==> src/hw/rtl/llrs_pkg.sv <==
// ----------------------------------------------------------------------------
// llrs_pkg
// Shared types and constants for the life-like automaton row step core.
// ----------------------------------------------------------------------------
package llrs_pkg;

  localparam int unsigned ROW_CELLS_DEF = 64;
  localparam int unsigned COL_W         = 7;
  localparam int unsigned CNT_W         = 4;
  localparam int unsigned CFG_IDX_W     = 3;
  localparam int unsigned CFG_DATA_W    = 7;
  localparam int unsigned OUT_DEPTH     = 4;

  localparam logic [COL_W-1:0] COLUMNS_RST   = 7'd64;
  localparam logic [CNT_W-1:0] SURV_MIN_RST  = 4'd3;
  localparam logic [CNT_W-1:0] SURV_MAX_RST  = 4'd6;
  localparam logic [CNT_W-1:0] BIRTH_RST     = 4'd4;

  typedef enum logic [CFG_IDX_W-1:0] {
    CFG_COLUMNS  = 3'd0,
    CFG_SURV_MIN = 3'd1,
    CFG_SURV_MAX = 3'd2,
    CFG_BIRTH    = 3'd3
  } llrs_cfg_e;

  typedef struct packed {
    logic [CNT_W-1:0] surv_min;
    logic [CNT_W-1:0] surv_max;
    logic [CNT_W-1:0] birth;
  } llrs_rule_t;

  // which of the two possible results of one item go into the queue
  typedef struct packed {
    logic held;   // result for the held middle row
    logic last;   // result for the item's own row, grid ends here
  } llrs_push_t;

endpackage

==> src/hw/rtl/llrs_lane.sv <==
// ----------------------------------------------------------------------------
// llrs_lane
// One cell: counts the eight neighbours and applies the birth/survive rule.
// ----------------------------------------------------------------------------
module llrs_lane
  import llrs_pkg::*;
(
  input  logic [2:0]  above_i,
  input  logic [2:0]  here_i,
  input  logic [2:0]  below_i,
  input  llrs_rule_t  rule_i,
  output logic        alive_o
);

  logic [CNT_W-1:0] count;

  assign count = CNT_W'(above_i[0]) + CNT_W'(above_i[1]) + CNT_W'(above_i[2])
               + CNT_W'(here_i[0])  + CNT_W'(here_i[2])
               + CNT_W'(below_i[0]) + CNT_W'(below_i[1]) + CNT_W'(below_i[2]);

  always_comb begin
    if (here_i[1]) begin
      alive_o = (count >= rule_i.surv_min) && (count <= rule_i.surv_max);
    end else begin
      alive_o = (count == rule_i.birth);
    end
  end

endmodule

==> src/hw/rtl/llrs_row_calc.sv <==
// ----------------------------------------------------------------------------
// llrs_row_calc
// Row of cell lanes over a three-row window, merged into one masked row.
// ----------------------------------------------------------------------------
module llrs_row_calc
  import llrs_pkg::*;
#(
  parameter int unsigned ROW_CELLS = ROW_CELLS_DEF
) (
  input  logic [ROW_CELLS-1:0] above_i,
  input  logic [ROW_CELLS-1:0] here_i,
  input  logic [ROW_CELLS-1:0] below_i,
  input  logic [ROW_CELLS-1:0] mask_i,
  input  llrs_rule_t           rule_i,
  output logic [ROW_CELLS-1:0] next_o
);

  // dead cell padded on both sides
  logic [ROW_CELLS+1:0] above_pad;
  logic [ROW_CELLS+1:0] here_pad;
  logic [ROW_CELLS+1:0] below_pad;
  logic [ROW_CELLS-1:0] lane_alive;

  assign above_pad = {1'b0, above_i & mask_i, 1'b0};
  assign here_pad  = {1'b0, here_i  & mask_i, 1'b0};
  assign below_pad = {1'b0, below_i & mask_i, 1'b0};

  for (genvar i = 0; i < ROW_CELLS; i++) begin : g_lane
    llrs_lane u_lane (
      .above_i (above_pad[i+2:i]),
      .here_i  (here_pad[i+2:i]),
      .below_i (below_pad[i+2:i]),
      .rule_i  (rule_i),
      .alive_o (lane_alive[i])
    );
  end

  assign next_o = lane_alive & mask_i;

endmodule

==> src/hw/rtl/llrs_out_fifo.sv <==
// ----------------------------------------------------------------------------
// llrs_out_fifo
// Small result queue, takes up to two results a cycle and gives one when read.
// ----------------------------------------------------------------------------
module llrs_out_fifo
  import llrs_pkg::*;
#(
  parameter int unsigned ROW_CELLS = ROW_CELLS_DEF
) (
  input  logic                 clk_i,
  input  logic                 rst_ni,
  input  llrs_push_t           push_i,
  input  logic [ROW_CELLS-1:0] held_cells_i,
  input  logic [ROW_CELLS-1:0] last_cells_i,
  output logic                 room_o,
  output logic                 valid_o,
  input  logic                 ready_i,
  output logic [ROW_CELLS-1:0] cells_o,
  output logic                 final_o
);

  localparam int unsigned PTR_W = $clog2(OUT_DEPTH);
  localparam int unsigned CNT_Q = $clog2(OUT_DEPTH + 1);

  logic [ROW_CELLS-1:0] cells_q [OUT_DEPTH];
  logic                 fin_q   [OUT_DEPTH];
  logic [PTR_W-1:0]     rd_q, rd_d;
  logic [PTR_W-1:0]     wr_q, wr_d;
  logic [CNT_Q-1:0]     count_q, count_d;
  logic [1:0]           n_push;
  logic                 pop;

  assign n_push  = {1'b0, push_i.held} + {1'b0, push_i.last};
  assign valid_o = (count_q != '0);
  assign pop     = valid_o && ready_i;
  assign room_o  = (count_q < CNT_Q'(OUT_DEPTH - 1));
  assign cells_o = cells_q[rd_q];
  assign final_o = fin_q[rd_q];

  assign rd_d    = rd_q + PTR_W'(pop);
  assign wr_d    = wr_q + PTR_W'(n_push);
  assign count_d = count_q + CNT_Q'(n_push) - CNT_Q'(pop);

  always_ff @(posedge clk_i or negedge rst_ni) begin
    if (!rst_ni) begin
      rd_q    <= '0;
      wr_q    <= '0;
      count_q <= '0;
    end else begin
      rd_q    <= rd_d;
      wr_q    <= wr_d;
      count_q <= count_d;
    end
  end

  // held result always goes ahead of the last-row result
  always_ff @(posedge clk_i) begin
    if (push_i.held) begin
      cells_q[wr_q] <= held_cells_i;
      fin_q[wr_q]   <= 1'b0;
      if (push_i.last) begin
        cells_q[wr_q + PTR_W'(1)] <= last_cells_i;
        fin_q[wr_q + PTR_W'(1)]   <= 1'b1;
      end
    end else if (push_i.last) begin
      cells_q[wr_q] <= last_cells_i;
      fin_q[wr_q]   <= 1'b1;
    end
  end

endmodule

==> src/hw/rtl/life_like_automaton_row_step_core.sv <==
// Each row's result is queued as the row below it, or a last row itself, is accepted.
// Throughput: one row per cycle while the result queue has room for two results.
// A last row after a held row gives two results; the queue drains one a cycle if read.
// Reset: held rows and the result queue clear, the rule goes to birth 4, survive 3..6,
// and the row width to 64 columns.
// ----------------------------------------------------------------------------
// life_like_automaton_row_step_core
// Next generation of a life-like automaton, one grid row per item.
// ----------------------------------------------------------------------------
module life_like_automaton_row_step_core
  import llrs_pkg::*;
#(
  parameter int unsigned ROW_CELLS = ROW_CELLS_DEF
) (
  input  logic                  clk_i,
  input  logic                  rst_ni,
  input  logic                  cfg_valid_i,
  output logic                  cfg_ready_o,
  input  logic [CFG_IDX_W-1:0]  cfg_index_i,
  input  logic [CFG_DATA_W-1:0] cfg_data_i,
  input  logic                  in_valid_i,
  output logic                  in_ready_o,
  input  logic [ROW_CELLS-1:0]  row_cells_i,
  input  logic                  last_row_i,
  output logic                  out_valid_o,
  input  logic                  out_ready_i,
  output logic [ROW_CELLS-1:0]  next_cells_o,
  output logic                  final_row_o
);

  logic [COL_W-1:0]     columns_q;
  llrs_rule_t           rule_q;
  logic [ROW_CELLS-1:0] upper_q, upper_d;
  logic [ROW_CELLS-1:0] middle_q, middle_d;
  logic                 mvalid_q, mvalid_d;

  logic [ROW_CELLS-1:0] mask;
  logic [ROW_CELLS-1:0] row_in;
  logic [ROW_CELLS-1:0] upper_next;
  logic [ROW_CELLS-1:0] held_cells;
  logic [ROW_CELLS-1:0] last_cells;
  logic                 room;
  logic                 accept;
  llrs_push_t           push;

  assign cfg_ready_o = 1'b1;

  always_ff @(posedge clk_i or negedge rst_ni) begin
    if (!rst_ni) begin
      columns_q       <= COLUMNS_RST;
      rule_q.surv_min <= SURV_MIN_RST;
      rule_q.surv_max <= SURV_MAX_RST;
      rule_q.birth    <= BIRTH_RST;
    end else if (cfg_valid_i) begin
      case (cfg_index_i)
        CFG_COLUMNS:  columns_q       <= cfg_data_i[COL_W-1:0];
        CFG_SURV_MIN: rule_q.surv_min <= cfg_data_i[CNT_W-1:0];
        CFG_SURV_MAX: rule_q.surv_max <= cfg_data_i[CNT_W-1:0];
        CFG_BIRTH:    rule_q.birth    <= cfg_data_i[CNT_W-1:0];
        default: ;
      endcase
    end
  end

  // widths beyond the row size leave every column in use
  for (genvar i = 0; i < ROW_CELLS; i++) begin : g_mask
    assign mask[i] = (COL_W'(i) < columns_q);
  end

  assign in_ready_o = room;
  assign accept     = in_valid_i && room;
  assign row_in     = row_cells_i & mask;
  assign upper_next = mvalid_q ? middle_q : '0;

  assign push.held = accept && mvalid_q;
  assign push.last = accept && last_row_i;

  llrs_row_calc #(
    .ROW_CELLS (ROW_CELLS)
  ) u_calc_held (
    .above_i (upper_q),
    .here_i  (middle_q),
    .below_i (row_in),
    .mask_i  (mask),
    .rule_i  (rule_q),
    .next_o  (held_cells)
  );

  llrs_row_calc #(
    .ROW_CELLS (ROW_CELLS)
  ) u_calc_last (
    .above_i (upper_next),
    .here_i  (row_in),
    .below_i ('0),
    .mask_i  (mask),
    .rule_i  (rule_q),
    .next_o  (last_cells)
  );

  always_comb begin
    upper_d  = upper_q;
    middle_d = middle_q;
    mvalid_d = mvalid_q;
    if (accept) begin
      if (last_row_i) begin
        upper_d  = '0;
        middle_d = '0;
        mvalid_d = 1'b0;
      end else begin
        upper_d  = upper_next;
        middle_d = row_in;
        mvalid_d = 1'b1;
      end
    end
  end

  always_ff @(posedge clk_i or negedge rst_ni) begin
    if (!rst_ni) begin
      upper_q  <= '0;
      middle_q <= '0;
      mvalid_q <= 1'b0;
    end else begin
      upper_q  <= upper_d;
      middle_q <= middle_d;
      mvalid_q <= mvalid_d;
    end
  end

  llrs_out_fifo #(
    .ROW_CELLS (ROW_CELLS)
  ) u_out_fifo (
    .clk_i        (clk_i),
    .rst_ni       (rst_ni),
    .push_i       (push),
    .held_cells_i (held_cells),
    .last_cells_i (last_cells),
    .room_o       (room),
    .valid_o      (out_valid_o),
    .ready_i      (out_ready_i),
    .cells_o      (next_cells_o),
    .final_o      (final_row_o)
  );

endmodule

==> config.mk <==
export PLATFORM = sky130hd
export DESIGN_NAME = life_like_automaton_row_step_core
export DESIGN_NICKNAME = d
export VERILOG_FILES = /design/src/hw/rtl/llrs_pkg.sv /design/src/hw/rtl/llrs_lane.sv /design/src/hw/rtl/llrs_row_calc.sv /design/src/hw/rtl/llrs_out_fifo.sv /design/src/hw/rtl/life_like_automaton_row_step_core.sv
export SDC_FILE = /design/constraint.sdc
export NUM_CORES = 2
export LEC_CHECK = 0
export ABC_CLOCK_PERIOD_IN_PS = 8260
export BUFFER_PORTS_ARGS = -buffer_cell sky130_fd_sc_hd__buf_2
export CAP_MARGIN = 40
export CORE_MARGIN = 1.5
export CORE_UTILIZATION = 45
export CTS_CLUSTER_DIAMETER = 100
export DETAILED_ROUTE_END_ITERATION = 10
export PLACE_DENSITY = 0.7
export SYNTH_ARGS = -nofsm -noshare
export SYNTH_HDL_FRONTEND = slang
export SYNTH_SLANG_ARGS = --single-unit
==> constraint.sdc <==
create_clock -name clk_i -period 8.26 [get_ports clk_i]
set_input_delay 0.826 -clock clk_i [delete_from_list [all_inputs] [get_ports clk_i]]
set_output_delay 0.826 -clock clk_i [all_outputs]
set_load 0.01 [all_outputs]
==> impl_metrics.py <==
metrics = {
    "status": {
        "status": "finished, final reports clean",
    },
    "timing": {
        "relSlewSlack_pct": 33.71,
        "max_freq_mhz": 150.8,
        "finalSetupTns_ns": 0,
        "whs_ns": 0.2476,
        "slew_violations": 0,
        "finalClockSkew_ns": 0.05082,
        "worst_pin_slew_ns": 0.9915,
        "hold_viol_final": 0,
        "rsz0062_at_grt": "no",
        "period_share_pct": 80.30,
        "setup_violations": 0,
        "finalCriticalPeriod_ns": 6.633,
    },
    "synth": {
        "synth_xor_area_share_pct": 8.755,
        "synth_cell_types": 87,
        "synthFlopType": "edfxtp_1",
        "synth_seq_cells": 415,
        "yosys.area_share.adder_pct": 36.13,
        "syn_nets": 8010,
        "synth_top_family_by_area": "adder cells",
        "synth_edf_count": 256,
        "netlist_top_cells_count": "1204 x ha_1, 691 x inv_1, 482 x nand2_1, 472 x o21ai_0, 386 x a21oi_1",
        "syn_area_per_cell_um2": 9.368,
        "yosys.area.top_type_share_pct": 25.14,
        "yosys.area.top_type": "ha_1",
        "synth_most_common_cell": "ha_1",
        "yosysWarnings": 0,
        "synthSimpleGateAreaFrac_pct": 11.55,
        "syn_inst": 6397,
        "synth_compound_area_share_pct": 15.00,
        "syn_area_um2": 59930,
        "synthArstFlopShare_pct": 37.35,
        "synthMuxAreaShare_pct": 3.172,
        "ys_seq_area_share_pct": 19.45,
        "synthTopCellsByArea": "ha_1 25%, edfxtp_1 13%, fa_1 11%, dfrtp_1 6.2%, xor2_1 5.0%",
    },
    "placed_design": {
        "dp_cells": 8172,
        "gp_congestion": 0.9271,
        "post-dp-hpwl_um": 140100,
        "port_buffers": 146,
    },
    "global_routing": {
        "grt_pass1_vias": 51840,
        "grt_max_degree": 88,
        "grt_pass1_wl_um": 305400,
        "grt_use_total_pct": 29.09,
        "antenna_found_initial": 10,
        "overflow": 0,
    },
    "cts": {
        "clockBufferDepth": 3,
        "cts_tree": "yes",
        "cts.repair.resized": 0,
        "clock-sinks": 415,
        "cts-root-buf": "clkbuf_16",
        "clock_latency_ns": 0.69,
        "holdBufCountCts": 0,
        "numCtsBuffers": 52,
        "clkTransAtPathRegs_ns": 0.07,
        "cts_setup_buffers": 0,
        "h-tree-depth": 2,
    },
    "cells_and_area": {
        "area_delta_synth_final_pct": 8.174,
        "fin_util_pct": 49.19,
        "stdcell_count": 8274,
        "drive_above_1_share_pct": 7.322,
        "nNetsFinal": 8084,
    },
    "critical_path": {
        "cp.required_ns": 8.64,
        "max_stage_delay_ns": 0.75,
        "cp.arrival_ns": 7.01,
        "crit_fanout": 24,
        "critPathBufInv": 0,
        "path_delay_family": "compound AO/OA/AOI/OAI gates",
        "cp-end-kind": "register",
        "critPathLaunchType": "register",
        "cp_common_cell": "fa_1",
        "crit_path_top_delay_cell": "o311ai_0",
        "worst-path-stages": 16,
        "path_class": "register to register",
        "crit_chain": "or2_1 > a21oi_1 > o21ai_1 > nand2_1 > xnor2_1 > fa_1 > xor2_1 > ha_1 > fa_1 > fa_1 > xor2_1 > ha_1 > a21oi_1 > a21boi_0 > o311ai_0 > mux2i_1",
        "rr_worst_depth": 16,
    },
    "detailed_routing": {
        "first_iter_violations": 4994,
        "via_count": 51300,
        "routedWlPerCell_um": 24.18,
        "vias_per_cell": 6.200,
        "ant_nets": 0,
        "first_pass_iters": 7,
        "routed_wl_um": 200100,
        "drc_errors": 0,
    },
    "power_and_ir_drop": {
        "peakVddDrop_uv": 318.4,
        "cellLeakagePower_uw": 0.03153,
        "power.total_uw": 27620,
        "power_density_nw_per_um2": 426.0,
    },
    "floorplanning": {
        "core_area_um2": 131800,
        "die_height_um": 367.9,
        "io_pins": 148,
        "die_area_um2": 135400,
        "fp-row-count": 133,
        "die_x_um": 367.9,
        "start_util_pct": 45.47,
    },
    "flow_run": {
        "cap_violations": 0,
    },
    "worst_hold_path": {
        "hp-class": "input port to async pin",
    },
}
==> registers in the layout, indices dropped and copies added (netlist names) <==
register,flops
u_out_fifo.fin_q,4
u_out_fifo.count_q,3
columns_q,7
upper_q,64
u_out_fifo.cells_q,256
middle_q,64
u_out_fifo.rd_q,2
u_out_fifo.wr_q,2
rule_q,12
mvalid_q,1
==> report_power, final <==
part	switching, uW	internal, uW	leakage (uW)
Combinational	12300	8830	0.0261
Sequential	714	3170	0.00449
Clock	1070	1530	0.000934
Total	14100	13500	0.0315
==> through the flow <==
| stage | worst slack (ns) | cell area (um2) |
|---|---|---|
| 2_1_floorplan | 1.472 | 59930 |
| 3_3_place_gp | 1.653 | 62600 |
| 3_5_place_dp | 1.796 | 62910 |
| 4_1_cts | 1.766 | 64810 |
| 5_1_grt | 1.381 | 64820 |
| 6_report | 1.627 | 64820 |
==> placed cells by master (no fill, tap or decap), types with 159 or more instances in the layout <==
master	Yosys	layout
a21oi_1	386	386
o21ai_0	472	472
fa_1	329	329
xnor2_1	260	260
xor2_1	339	339
ha_1	1204	1203
inv_1	691	686
nor2_1	164	159
nand2_1	482	480
edfxtp_1	256	256
==> kinds of logic (layout without fill, tap and decap cells) <==
family / after synthesis / in the layout
other: 1 / 5
adder cells (fa/ha/maj): 1533 / 1533
multiplexers: 107 / 107
AND/OR/NAND/NOR: 1385 / 1385
XOR/XNOR: 599 / 599
flip-flops: 415 / 415
buffers and inverters: 894 / 1012
AO/OA/AOI/OAI: 1463 / 1463
==> worst register-to-register path, cell delays in order, from the launching register on <==
cell and delay [ns]:
dfrtp_1 0.66, or2_1 0.38, a21oi_1 0.63, o21ai_1 0.44, nand2_1 0.33, xnor2_1 0.18
fa_1 0.48, xor2_1 0.18, ha_1 0.33, fa_1 0.47, fa_1 0.40, xor2_1 0.38
ha_1 0.33, a21oi_1 0.14, a21boi_0 0.08, o311ai_0 0.75, mux2i_1 0.18
==> worst paths after layout <==
check	start	end	slack (ns)
setup / recovery	columns_q[3]	u_out_fifo.cells_q[0][33]	1.63
hold / removal	rst_ni	middle_q[19]	0.25
setup reg to reg	columns_q[3]	u_out_fifo.cells_q[0][33]	1.63
hold reg to reg	upper_q[44]	upper_q[44]	0.51
max in group asynchronous	rst_ni	rule_q[0]	6.01
min in group clk_i	cfg_data_i[2]	rule_q[6]	0.45
==> layout make-up <==
class / instances / area (um2)
fillers: 12130 / 66970
multi-input cells: 5088 / 44800
flip-flops and latches: 415 / 11690
inverters: 693 / 2629
well taps: 1755 / 2196
repair buffers: 221 / 1593
clock buffers: 65 / 1474
clock inverters: 33 / 431.7
diodes: 4 / 10.01
==> routing by layer <==
metal	vias to the layer above	wire (um)	global-route usage (%)
met3	570	20660	6.263
met2	2562	88630	46.23
met1	25170	81110	38.18
met4	4	9634	12.15
li1	22990	-	-
met5	-	30	0
Power figures use the tool's default switching activity.
